<file path="config.mk">
export PLATFORM = sky130hd
export DESIGN_NAME = rgb565_nearest_upscale_scatter
export DESIGN_NICKNAME = d
export VERILOG_FILES = /design/src/rnus_pkg.sv /design/src/rgb565_nearest_upscale_scatter.sv /design/src/rnus_fifo.sv /design/src/rnus_front.sv /design/src/rnus_back.sv
export SDC_FILE = /design/constraint.sdc
export NUM_CORES = 1
export LEC_CHECK = 0
export ABC_CLOCK_PERIOD_IN_PS = 6100
export BUFFER_PORTS_ARGS = -buffer_cell sky130_fd_sc_hd__buf_2
export CORE_MARGIN = 2
export CORE_UTILIZATION = 30
export DETAILED_ROUTE_END_ITERATION = 12
export REMOVE_ABC_BUFFERS = 1
export SETUP_SLACK_MARGIN = 0.1
export SYNTH_ARGS = -nofsm -noshare
export SYNTH_HDL_FRONTEND = slang
export SYNTH_HIERARCHICAL = 1
export SYNTH_SLANG_ARGS = --single-unit
</file>
<file path="constraint.sdc">
create_clock -name clk -period 6.1 [get_ports clk]
set_input_delay 0.305 -clock clk [delete_from_list [all_inputs] [get_ports clk]]
set_output_delay 0.305 -clock clk [all_outputs]
set_load 0.02 [all_outputs]
</file>
<file path="src/rnus_pkg.sv">
// Package: payload structs, queue entry type and fixed constants of the upscaler.
`default_nettype none

package rnus_pkg;

	// Video standard codes
	localparam logic STD_NTSC = 1'b0;
	localparam logic STD_PAL  = 1'b1;

	// Row ratio terms per standard
	localparam logic [3:0] NTSC_NUM = 4'd8;
	localparam logic [3:0] NTSC_DEN = 4'd5;
	localparam logic [3:0] PAL_NUM  = 4'd3;
	localparam logic [3:0] PAL_DEN  = 4'd2;

	// Depth of the queue between front and back
	localparam int QDEPTH = 4;

	typedef struct packed {
		logic [15:0] pixel_rgb565;
		logic        frame_start;
	} pixel_t;

	typedef struct packed {
		logic [8:0] out_x;
		logic [8:0] out_y;
		logic [7:0] red8;
		logic [7:0] green8;
		logic [7:0] blue8;
		logic       last;
	} result_t;

	// One classified source pixel waiting for the back end
	typedef struct packed {
		logic [8:0] x_a;
		logic [8:0] x_b;
		logic [8:0] y0;
		logic       dup_x;
		logic       dup_y;
		logic [7:0] red8;
		logic [7:0] green8;
		logic [7:0] blue8;
	} job_t;

endpackage

`default_nettype wire

</file>
<file path="src/rgb565_nearest_upscale_scatter.sv">
// Module: top level of the RGB565 nearest-neighbor 1.5x scatter upscaler.
//
//   channel   handshake              payload          direction
//   input     push / full            pixel (pixel_t)  in
//   result    pop / empty            result (result_t) out
//   config    cfg_valid / cfg_ready  cfg_data         in
//
// Each source pixel yields 1, 2 or 4 results (4 for an even column on a duplicated
// row); the back end emits one result per cycle while its output register is free or
// popped. The front accepts one pixel per cycle until the 4-entry queue fills.
// Reset clears counters, queue pointers and output valid; the standard resets to NTSC.
// A stalled result (pop low) holds the output register; the queue keeps taking pixels.
`default_nettype none

module rgb565_nearest_upscale_scatter
	import rnus_pkg::*;
#(
	parameter int SRC_WIDTH  = 256,
	parameter int OUT_WIDTH  = 384,
	parameter int PAL_LINES  = 240,
	parameter int NTSC_LINES = 224
) (
	input  wire  logic    clk,
	input  wire  logic    arst_n,
	input  wire  logic    push,
	output logic          full,
	input  wire  pixel_t  pixel,
	output logic          empty,
	input  wire  logic    pop,
	output result_t       result,
	input  wire  logic    cfg_valid,
	output logic          cfg_ready,
	input  wire  logic    cfg_data
);

	logic video_standard_q;
	logic accept;
	job_t front_job;
	job_t head_job;
	logic head_valid;
	logic head_done;

	assign cfg_ready = 1'b1;
	assign accept    = push && !full;

	// Configuration register
	always_ff @(posedge clk or negedge arst_n) begin
		if (!arst_n) begin
			video_standard_q <= STD_NTSC;
		end else if (cfg_valid && cfg_ready) begin
			video_standard_q <= cfg_data;
		end
	end

	rnus_front #(
		.SRC_WIDTH  (SRC_WIDTH),
		.OUT_WIDTH  (OUT_WIDTH),
		.PAL_LINES  (PAL_LINES),
		.NTSC_LINES (NTSC_LINES)
	) u_front (
		.clk            (clk),
		.arst_n         (arst_n),
		.video_standard (video_standard_q),
		.accept         (accept),
		.pixel          (pixel),
		.job            (front_job)
	);

	rnus_fifo u_fifo (
		.clk      (clk),
		.arst_n   (arst_n),
		.wr_en    (accept),
		.wr_data  (front_job),
		.full     (full),
		.rd_en    (head_done),
		.rd_data  (head_job),
		.rd_valid (head_valid)
	);

	rnus_back u_back (
		.clk       (clk),
		.arst_n    (arst_n),
		.job       (head_job),
		.job_valid (head_valid),
		.job_done  (head_done),
		.empty     (empty),
		.pop       (pop),
		.result    (result)
	);

endmodule

`default_nettype wire

</file>
<file path="src/rnus_fifo.sv">
// Module: small register queue of classified pixels between front and back.
`default_nettype none

module rnus_fifo
	import rnus_pkg::*;
(
	input  wire  logic clk,
	input  wire  logic arst_n,
	input  wire  logic wr_en,
	input  wire  job_t wr_data,
	output logic       full,
	input  wire  logic rd_en,
	output job_t       rd_data,
	output logic       rd_valid
);

	localparam int PW = (QDEPTH > 1) ? $clog2(QDEPTH) : 1;
	localparam int CW = $clog2(QDEPTH + 1);

	job_t          mem_q [QDEPTH];
	logic [PW-1:0] wr_ptr_q;
	logic [PW-1:0] rd_ptr_q;
	logic [CW-1:0] count_q;
	logic          do_wr;
	logic          do_rd;

	assign full     = (count_q == CW'(QDEPTH));
	assign rd_valid = (count_q != '0);
	assign rd_data  = mem_q[rd_ptr_q];
	assign do_wr    = wr_en && !full;
	assign do_rd    = rd_en && rd_valid;

	// Storage
	always_ff @(posedge clk) begin
		if (do_wr) begin
			mem_q[wr_ptr_q] <= wr_data;
		end
	end

	// Pointers and fill count
	always_ff @(posedge clk or negedge arst_n) begin
		if (!arst_n) begin
			wr_ptr_q <= '0;
			rd_ptr_q <= '0;
			count_q  <= '0;
		end else begin
			if (do_wr) begin
				wr_ptr_q <= (wr_ptr_q == PW'(QDEPTH - 1)) ? '0 : wr_ptr_q + 1'b1;
			end
			if (do_rd) begin
				rd_ptr_q <= (rd_ptr_q == PW'(QDEPTH - 1)) ? '0 : rd_ptr_q + 1'b1;
			end
			if (do_wr && !do_rd) begin
				count_q <= count_q + 1'b1;
			end else if (do_rd && !do_wr) begin
				count_q <= count_q - 1'b1;
			end
		end
	end

endmodule

`default_nettype wire

</file>
<file path="src/rnus_front.sv">
// Module: front end; tracks source position, expands color, classifies each pixel.
`default_nettype none

module rnus_front
	import rnus_pkg::*;
#(
	parameter int SRC_WIDTH  = 256,
	parameter int OUT_WIDTH  = 384,
	parameter int PAL_LINES  = 240,
	parameter int NTSC_LINES = 224
) (
	input  wire  logic   clk,
	input  wire  logic   arst_n,
	input  wire  logic   video_standard,
	input  wire  logic   accept,
	input  wire  pixel_t pixel,
	output job_t         job
);

	localparam int CW      = $clog2(SRC_WIDTH);
	localparam int MAXL    = (PAL_LINES > NTSC_LINES) ? PAL_LINES : NTSC_LINES;
	localparam int RW      = $clog2(MAXL + 1);
	localparam int XR      = $clog2(3 * SRC_WIDTH + 2 * OUT_WIDTH);
	localparam int XW      = (XR > 10) ? XR : 10;
	localparam int XMAX    = OUT_WIDTH - 1;

	logic [CW-1:0] col_q;
	logic [RW-1:0] row_q;
	logic [8:0]    base_q;
	logic [2:0]    frac_q;

	logic [CW-1:0] col_cur;
	logic [RW-1:0] row_cur;
	logic [RW-1:0] row_inc;
	logic [RW-1:0] lines;
	logic [8:0]    base_cur;
	logic [2:0]    frac_cur;
	logic [2:0]    frac_init;
	logic [3:0]    sum;
	logic [1:0]    carry;
	logic [2:0]    rem;
	logic [XW-1:0] col_ext;
	logic [XW-1:0] x0;
	logic [XW-1:0] x1;
	logic [4:0]    r5;
	logic [5:0]    g6;
	logic [4:0]    b5;

	assign frac_init = (video_standard == STD_PAL) ? 3'(PAL_DEN >> 1) : 3'(NTSC_DEN >> 1);
	assign lines     = (video_standard == STD_PAL) ? RW'(PAL_LINES) : RW'(NTSC_LINES);

	// Frame start restarts the counters ahead of this pixel
	assign col_cur  = pixel.frame_start ? '0 : col_q;
	assign row_cur  = pixel.frame_start ? '0 : row_q;
	assign base_cur = pixel.frame_start ? '0 : base_q;
	assign frac_cur = pixel.frame_start ? frac_init : frac_q;
	assign row_inc  = row_cur + 1'b1;

	// Row accumulator step: sum never exceeds 12, so NTSC quotient by compare, PAL by shift
	always_comb begin
		sum = {1'b0, frac_cur} + ((video_standard == STD_PAL) ? PAL_NUM : NTSC_NUM);
		if (video_standard == STD_PAL) begin
			carry = sum[2:1];
			rem   = {2'b00, sum[0]};
			if (sum[3]) begin
				carry = 2'd3;
			end
		end else begin
			if (sum >= 4'd10) begin
				carry = 2'd2;
				rem   = 3'(sum - 4'd10);
			end else if (sum >= 4'd5) begin
				carry = 2'd1;
				rem   = 3'(sum - 4'd5);
			end else begin
				carry = 2'd0;
				rem   = sum[2:0];
			end
		end
	end

	// Target columns: round(1.5 * col) and the copy to its right, saturated
	assign col_ext = XW'(col_cur);
	assign x0      = (col_ext + (col_ext << 1) + XW'(1)) >> 1;
	assign x1      = x0 + XW'(1);

	// Color expansion by bit replication
	assign r5 = pixel.pixel_rgb565[15:11];
	assign g6 = pixel.pixel_rgb565[10:5];
	assign b5 = pixel.pixel_rgb565[4:0];

	always_comb begin
		job.x_a    = (x0 > XW'(XMAX)) ? 9'(XMAX) : x0[8:0];
		job.x_b    = (x1 > XW'(XMAX)) ? 9'(XMAX) : x1[8:0];
		job.y0     = base_cur + ((video_standard == STD_PAL) ? 9'd0 : 9'd1);
		job.dup_x  = ~col_cur[0];
		job.dup_y  = carry[1];
		job.red8   = {r5, r5[4:2]};
		job.green8 = {g6, g6[5:4]};
		job.blue8  = {b5, b5[4:2]};
	end

	// Position counters
	always_ff @(posedge clk or negedge arst_n) begin
		if (!arst_n) begin
			col_q  <= '0;
			row_q  <= '0;
			base_q <= '0;
			frac_q <= 3'(NTSC_DEN >> 1);
		end else if (accept) begin
			if (col_cur == CW'(SRC_WIDTH - 1)) begin
				col_q <= '0;
				if (row_inc >= lines) begin
					row_q  <= '0;
					base_q <= '0;
					frac_q <= frac_init;
				end else begin
					row_q  <= row_inc;
					base_q <= base_cur + 9'(carry);
					frac_q <= rem;
				end
			end else begin
				col_q  <= col_cur + 1'b1;
				row_q  <= row_cur;
				base_q <= base_cur;
				frac_q <= frac_cur;
			end
		end
	end

endmodule

`default_nettype wire

</file>
<file path="src/rnus_back.sv">
// Module: back end; walks each queued pixel over its 1, 2 or 4 targets into an output register.
`default_nettype none

module rnus_back
	import rnus_pkg::*;
(
	input  wire  logic clk,
	input  wire  logic arst_n,
	input  wire  job_t job,
	input  wire  logic job_valid,
	output logic       job_done,
	output logic       empty,
	input  wire  logic pop,
	output result_t    result
);

	logic    out_valid_q;
	result_t out_q;
	logic [1:0] step_q;
	logic    cx;
	logic    ry;
	logic    is_last;
	logic    advance;
	result_t res_next;

	assign cx      = step_q[0];
	assign ry      = step_q[1];
	assign is_last = (cx == job.dup_x) && (ry == job.dup_y);
	assign advance = job_valid && (!out_valid_q || pop);
	assign job_done = advance && is_last;
	assign empty   = !out_valid_q;
	assign result  = out_q;

	// Current target of the head pixel
	always_comb begin
		res_next.out_x  = cx ? job.x_b : job.x_a;
		res_next.out_y  = job.y0 + 9'(ry);
		res_next.red8   = job.red8;
		res_next.green8 = job.green8;
		res_next.blue8  = job.blue8;
		res_next.last   = is_last;
	end

	// Output register
	always_ff @(posedge clk) begin
		if (advance) begin
			out_q <= res_next;
		end
	end

	// Valid flag and row-major step through the copies
	always_ff @(posedge clk or negedge arst_n) begin
		if (!arst_n) begin
			out_valid_q <= 1'b0;
			step_q      <= 2'b00;
		end else begin
			if (advance) begin
				out_valid_q <= 1'b1;
			end else if (pop) begin
				out_valid_q <= 1'b0;
			end
			if (advance) begin
				if (is_last) begin
					step_q <= 2'b00;
				end else if (!cx && job.dup_x) begin
					step_q <= {ry, 1'b1};
				end else begin
					step_q <= 2'b10;
				end
			end
		end
	end

endmodule

`default_nettype wire

</file>
==> qor.txt, run 1 <==
hpwl dp: 14700 microns
Post-Syn Instances: 825
Data arrival, critical path: 5.20 ns
unrepaired setup endpoints after global routing: false
Crit Path Class: reg2reg
Syn Area/Cell: 16.1 sq um
Ys Warns: 6
Die X: 214 microns
Hold Fails Final Rpt: 0
buffer levels on the longest clock path: 3
GRT Resource Usage Total: 10.2%
Hold WC Path Type: in2reg
Setup Buffers After CTS: 0
total gr overflow: 0
Clock Tree Root: clkbuf_16
post-route clock period utilization: 78.1%
# Max-Cap Violations: 0
reg-to-reg critical path endpoint: u_front/base_q[8]
worst-margin pin slew: 0.937 ns
Crit path max-delay family: adder cells
clk_lat worst skew: 0.55 ns
Worst-path clk slew: 0.06 ns
Post-synth ARST share: 13.3%
die height: 214 microns
Ports: 69
Port Buffers: 67
WP buf/inv: 5
PD cells: 453 mW/mm^2
number of global-route vias before repair: 7188
max_slew headroom: 37.4%
CP Depth: 19
vias after detailed routing: 7027
Crit. Startpoint: video_standard_q
detail-routed via count per cell: 4.68
routability cong.: 0.804
Setup crit end: u_front/base_q[8]
H-tree level count: 1
crit path max-delay cell type: fa_1
Final min period: 4.76 ns
Synth cell types: 84
fraction of layout cells with a size suffix above 1: 23.5%
CP peak stage delay: 0.61 ns
Fillers: 4208
CP Cell Sequence: inv_1 > mux2_2 > inv_1 > fa_1 > inv_1 > ha_1 > or4_1 > o21ai_0 > nor2_1 > a31oi_1 > ha_1 > inv_1 > fa_1 > inv_1 > nand3_1 > nor3_1 > nand3_1 > mux2_2 > a22o_1
met1 Usage GRT: 13.3%
met2 track demand over resource: 17.9%
Synth Flop Type: edfxtp_1
Final Cell Area: 0.0151 sq mm
Starting Density: 30.2%
initial antenna violation count: 1
register area share after synthesis: 65.2%
leak pwr: 0.00533 uW
Post-CTS Hold Buffers: 10
clock skew: 0.0172 ns
# DRC: 0
reg-to-reg startpoint: video_standard_q
die area: 0.0459 sq mm
most frequent cells in the layout: edfxtp_1 (255), buf_2 (67), mux4_2 (48)
Achievable Freq: 210 MHz
met3 Use GR: 1.53%
Seq cells post-synth: 294
outcome: finished, final reports clean
Total Nets Final: 942
largest net degree at the start of global routing: 54
CTS Buf Count: 29
R2R cell count: 19
CP startpoint kind: flop
synthesized area: 0.0133 sq mm
DRT Pass-1 Iters: 4
placed cell areas: 0.0140 sq mm
most common cell after layout, fill and taps aside: edfxtp_1
Peak VDD IR: 244 uV
final setup violation count: 0
FF-to-FF setup slack: 1.34 ns
Core Area: 0.0439 sq mm
Crit path top cell by count: inv_1
ANT nets after route: 0
Row Count: 77
Post-synth EDFFs: 255
Layout Area Growth over Synthesis: 13.7%
ANT cells: 0
Critical Path RT: 6.54 ns
Final Max Tran Viols: 0
total wire length: 23600 microns
first-pass GRT wire length: 38500 microns
WL/cell: 15.8 microns
Initial DRC Count: 367
Worst setup EP type: flop
CTS tree: built
crit-path max FO: 10
Setup TNS: 0 ns
post_cts resized: 0
busiest layer in global routing: met2
clock sinks: 294
## cell type report
| cell class | count | area, sq um | area share (%) |
|---|---|---|---|
| multi-input cells | 440 | 4070 | 27.0 |
| flip-flops and latches | 294 | 8640 | 57.4 |
| inverters | 34 | 128 | 0.847 |
| well taps | 592 | 741 | 4.92 |
| clock inverters | 19 | 230 | 1.53 |
| repair buffers | 86 | 503 | 3.34 |
| clock buffers | 35 | 748 | 4.97 |
## where the power goes
part	switching [uW]	internal, uW
clock network	728	1090
logic	1090	831
registers	224	2860
total	2040	4780
## per-stage QoR
step	setup WS (ns)	instances	utilization (%)	hold WS, ns	total power [uW]
after global placement	1.47	1436	31.8	0.466	5060
after detailed placement	1.35	1436	31.8	0.475	5100
final	1.34	1500	34.3	0.0268	6820
after floorplan	1.53	768	-	0.00941	4520
after global routing	0.960	1500	34.3	0.0308	7200
after CTS	1.33	1500	34.3	0.00160	6950
## worst min path at each step
| stage | startpoint | end | slack (ns) | cells past startpoint |
|---|---|---|---|---|
| 2_1_floorplan | arst_n | u_back/out_valid_q | 0.009 | 0 |
| 3_3_place_gp | u_front/frac_q[1] | u_front/frac_q[1] | 0.47 | 2 |
| 3_5_place_dp | u_front/frac_q[1] | u_front/frac_q[1] | 0.48 | 2 |
| 4_1_cts | pixel[5] | u_fifo/mem_q[0][2] | 0.002 | 1 |
| 5_1_grt | pixel[5] | u_fifo/mem_q[0][7] | 0.03 | 1 |
| 6_report | pixel[5] | u_fifo/mem_q[3][2] | 0.03 | 1 |
## flip-flops by register name, indices dropped and copies added (netlist names)
name	cells
u_back/result	43
u_fifo/rd_ptr_q	2
u_front/frac_q	3
u_back/step_q	2
u_back/out_valid_q	1
video_standard_q	1
u_front/col_q	8
u_fifo/count_q	3
u_front/row_q	8
u_front/base_q	9
u_fifo/wr_ptr_q	2
u_fifo/mem_q	212
## logic make-up after synthesis
family,count (synthesis),share of synthesized area [%]
AND/OR/NAND/NOR,179,7.44
buffers and inverters,91,4.19
adder cells (fa/ha/maj),34,3.38
flip-flops,294,65.2
other,1,0.0283
AO/OA/AOI/OAI,116,6.33
multiplexers,77,11.2
XOR/XNOR,33,2.29
## synthesized netlist by cell type (all sizes together) (5+ instances only)
cell | number | share of area, %
nor2b | 8 | 0.40
dfrtp | 38 | 7.2
and2 | 11 | 0.52
xnor2 | 19 | 1.3
a31oi | 10 | 0.47
o31ai | 5 | 0.28
a21oi | 21 | 0.88
xor2 | 13 | 0.86
ha | 31 | 2.9
and3 | 7 | 0.33
nand3 | 17 | 0.64
a22o | 7 | 0.46
buf | 44 | 2.9
o21ai | 28 | 1.1
nand2b | 16 | 0.76
edfxtp | 255 | 58
nor3 | 15 | 0.60
nand4 | 6 | 0.28
a21o | 5 | 0.28
mux2 | 20 | 1.7
nor2 | 30 | 0.85
inv | 32 | 0.91
nand2 | 42 | 1.2
clkbuf | 13 | 0.37
mux4 | 53 | 9.2
## routing by layer
layer | share of wire [%] | wire length (microns)
met1 | 44 | 10500
met2 | 50 | 11800
met3 | 4.1 | 966
met4 | 1.7 | 405
met5 | 0.047 | 11
No activity file was read; power rests on OpenSTA's default activity.
==> run 2, diff against run 1 <==
--- a/config.mk
+++ b/config.mk
@@ -5,7 +5,7 @@
 export SDC_FILE = /design/constraint.sdc
 export NUM_CORES = 1
 export LEC_CHECK = 0
-export ABC_CLOCK_PERIOD_IN_PS = 6100
+export ABC_CLOCK_PERIOD_IN_PS = 3890
 export BUFFER_PORTS_ARGS = -buffer_cell sky130_fd_sc_hd__buf_2
 export CORE_MARGIN = 2
 export CORE_UTILIZATION = 30
==> constraint.sdc (replaced) <==
create_clock -name clk -period 3.89 [get_ports clk]
set_input_delay 0.1945 -clock clk [delete_from_list [all_inputs] [get_ports clk]]
set_output_delay 0.1945 -clock clk [all_outputs]
set_load 0.02 [all_outputs]
==> run 2 against run 1 <==
  * The flow now finishes with violations (setup timing)
  * Cell count grew 3.6%
  * Largest power group unchanged
  * Largest cell class unchanged
  * Via count grew 4.1%
  * First-iteration DRC count shrank 9.0%
==> qor.txt, run 2 (synthesis gave the netlist of run 1 again) <==
outcome: complete, but fails checks
failing checks: setup timing
Data arrival, critical path: 4.38 ns (-0.82 ns)
Final Cell Area: 0.0157 sq mm (+3.9%)
most frequent cells in the layout: edfxtp_1 (255), buf_2 (67), mux4_2 (48)
placed insts: 1464 (+1.9%)
Hold WC Path Type: in2reg
placed cell areas: 0.0142 sq mm (+1.7%)
Die X: 214 microns (unchanged)
vias after detailed routing: 7315 (+4.1%)
Port Buffers: 67 (unchanged)
Ports: 69 (unchanged)
post-route insts no fill: 1554 (+3.6%)
Peak VDD IR: 362 uV (+48%)
switch share: 30.3% (+0.34 points)
initial antenna violation count: 0 (-1)
CP startpoint kind: flop
Routed met3 length: 913 microns (-5.5%)
Starting Density: 30.2% (unchanged)
Layout Area Growth over Synthesis: 18.1%
routability cong.: 0.768 (-4.4%)
Hold Fails Final Rpt: 0 (unchanged)
worst-margin pin slew: 1.03 ns (+0.0931 ns)
Pint: 7690 uW (+61%)
Achievable Freq: 254 MHz (+21%)
met2 wire length: 12600 microns (+6.7%)
PD cells: 705 mW/mm^2 (+56%)
ANT nets after route: 0 (unchanged)
leak pwr: 0.00563 uW (+5.6%)
DRT Pass-1 Iters: 4 (unchanged)
M1 WL: 11100 microns (+5.7%)
hpwl dp: 15000 microns (+1.9%)
max reg flops: 212 (unchanged)
clock sinks: 294 (unchanged)
Core Area: 0.0439 sq mm (unchanged)
Clock Tree Root: clkbuf_16
combinational power share: 31.5% (+3.3 points)
Row Count: 77 (unchanged)
CP Cell Sequence: mux2_4 > inv_2 > fa_1 > inv_2 > ha_4 > or4_4 > o21ai_4 > nor2_2 > a31oi_1 > ha_2 > inv_2 > fa_2 > inv_2 > nand3_4 > nor3_4 > nand3_2 > mux2_2 > a22o_1
Worst setup EP type: flop
clk_lat worst skew: 0.55 ns (about the same)
Top reg by flops: u_fifo/mem_q
uppermost layer routed: met4
Net Switching: 3340 uW (+64%)
post-route clock period utilization: 101% (+23 points)
Core Util, Final: 35.6% (+1.4 points)
Flop pwr share: 43.2% (-2.0 points)
crit-path max FO: 2 (-8)
Critical Path RT: 4.33 ns (-2.21 ns)
first-pass GRT wire length: 40800 microns (+5.9%)
clock power share: 25.4% (-1.2 points)
crit path max-delay cell type: fa_1
post-place setup slack: -0.281 ns (-1.63 ns)
Total Nets Final: 997 (+5.8%)
GRT Resource Usage Total: 10.9% (+0.64 points)
fraction of layout cells with a size suffix above 1: 28.9% (+5.5 points)
die area: 0.0459 sq mm (unchanged)
total wire length: 25100 microns (+6.3%)
CP peak stage delay: 0.55 ns (-0.06 ns)
Initial DRC Count: 334 (-9.0%)
Final Max Tran Viols: 0 (unchanged)
Final min period: 3.93 ns (-0.828 ns)
detail-routed via count per cell: 4.71 (+0.48%)
CTS tree: built
Crit Path Class: reg2reg
Worst-path clk slew: 0.06 ns (about the same)
total gr overflow: 0 (unchanged)
Final WS setup: -0.0449 ns (-1.38 ns)
max_slew headroom: 31.3% (-6.1 points)
largest net degree at the start of global routing: 54 (unchanged)
# DRC: 0 (unchanged)
# Max-Cap Violations: 0 (unchanged)
buffer levels on the longest clock path: 3 (unchanged)
clock skew: 0.0151 ns (-0.00202 ns)
final setup violation count: 1 (+1)
number of global-route vias before repair: 7597 (+5.7%)
WL/cell: 16.2 microns (+2.6%)
H-tree level count: 1 (unchanged)
CTS Buf Count: 30 (+3.4%)
Crit path top cell by count: inv_2
die height: 214 microns (unchanged)
unrepaired setup endpoints after global routing: true
most common cell after layout, fill and taps aside: edfxtp_1
-- run 2: changes by cell type in the layout (fill, tap and decap cells not counted), moves of 3 or more --
cell           delta
buf_4            +30
buf_6            +12
clkinv_1          -3
clkinv_2          +5
clkinvlp_4        -3
dlygate4sd3_1    +10
ha_1              -5
ha_4              +3
inv_1             -6
inv_2             +6
-- run 2: layout make-up --
| cell class | count | area (sq um) |
|---|---|---|
| clock buffer | 38 | 802 |
| multi-input combinational | 440 | 4190 |
| tap | 592 | 741 |
| inverter | 34 | 128 |
| antenna | 1 | 2.50 |
| fill | 4174 | 28300 |
| clock inverter | 15 | 153 |
| timing repair buffer | 140 | 1000 |
| sequential | 294 | 8640 |
-- run 2: final timing paths --
check	start	endpoint	slack, ns	cells after the start
worst max-delay path	u_front/frac_q[1]	u_front/base_q[8]	-0.04	18
worst min-delay path	pixel[0]	u_front/frac_q[0]	0.23	5
worst max register to register	u_front/frac_q[1]	u_front/base_q[8]	-0.04	18
worst min register to register	u_front/col_q[5]	u_front/col_q[5]	0.49	1
max in group asynchronous	arst_n	u_fifo/rd_ptr_q[0]	2.91	2
min in group asynchronous	arst_n	u_fifo/wr_ptr_q[0]	0.31	2
-- run 2: repair_timing --
action                     CTS  global route
setup buffers               16             4
resized for setup           17            26
setup endpoints to repair    4             6
pin swaps                    9            13
hold buffers                20             0
hold endpoints to repair   136             0
-- run 2: critical path, delay by kind of cell (launching register included) --
kind	cells	cell delay (ns)
compound gates	3	0.43
fa+ha+maj	4	1.26
buf+inv	4	0.24
flops	1	0.54
mux	2	0.42
simple gates	5	0.93
-- run 2: layer usage --
layer / vias to the layer above / GRT usage (%)
li1: 3419 / -
met1: 3734 / 13.9
met2: 124 / 19.1
met3: 38 / 1.63
met4: 0 / 3.10
met5: - / 0
-- run 2: power by group through the flow --
| stage | Sequential, uW | Clock, uW | Combinational (uW) |
|---|---|---|---|
| detailed placement | 4850 | 0 | 3260 |
| finish | 4770 | 2800 | 3470 |
| CTS | 4790 | 2880 | 3410 |
| floorplan | 5250 | 0 | 1840 |
| global route | 4840 | 3020 | 3800 |
| global placement | 4820 | 0 | 3220 |
-- run 2: per-stage QoR --
step	power [uW]	setup TNS [ns]	hold slack, ns
2_1_floorplan	7090	-16.31	-0.101
3_3_place_gp	8040	-0.189	0.390
3_5_place_dp	8110	-0.303	0.390
4_1_cts	11100	-0.103	0.204
5_1_grt	11700	-0.345	0.242
6_report	11000	-0.0449	0.230
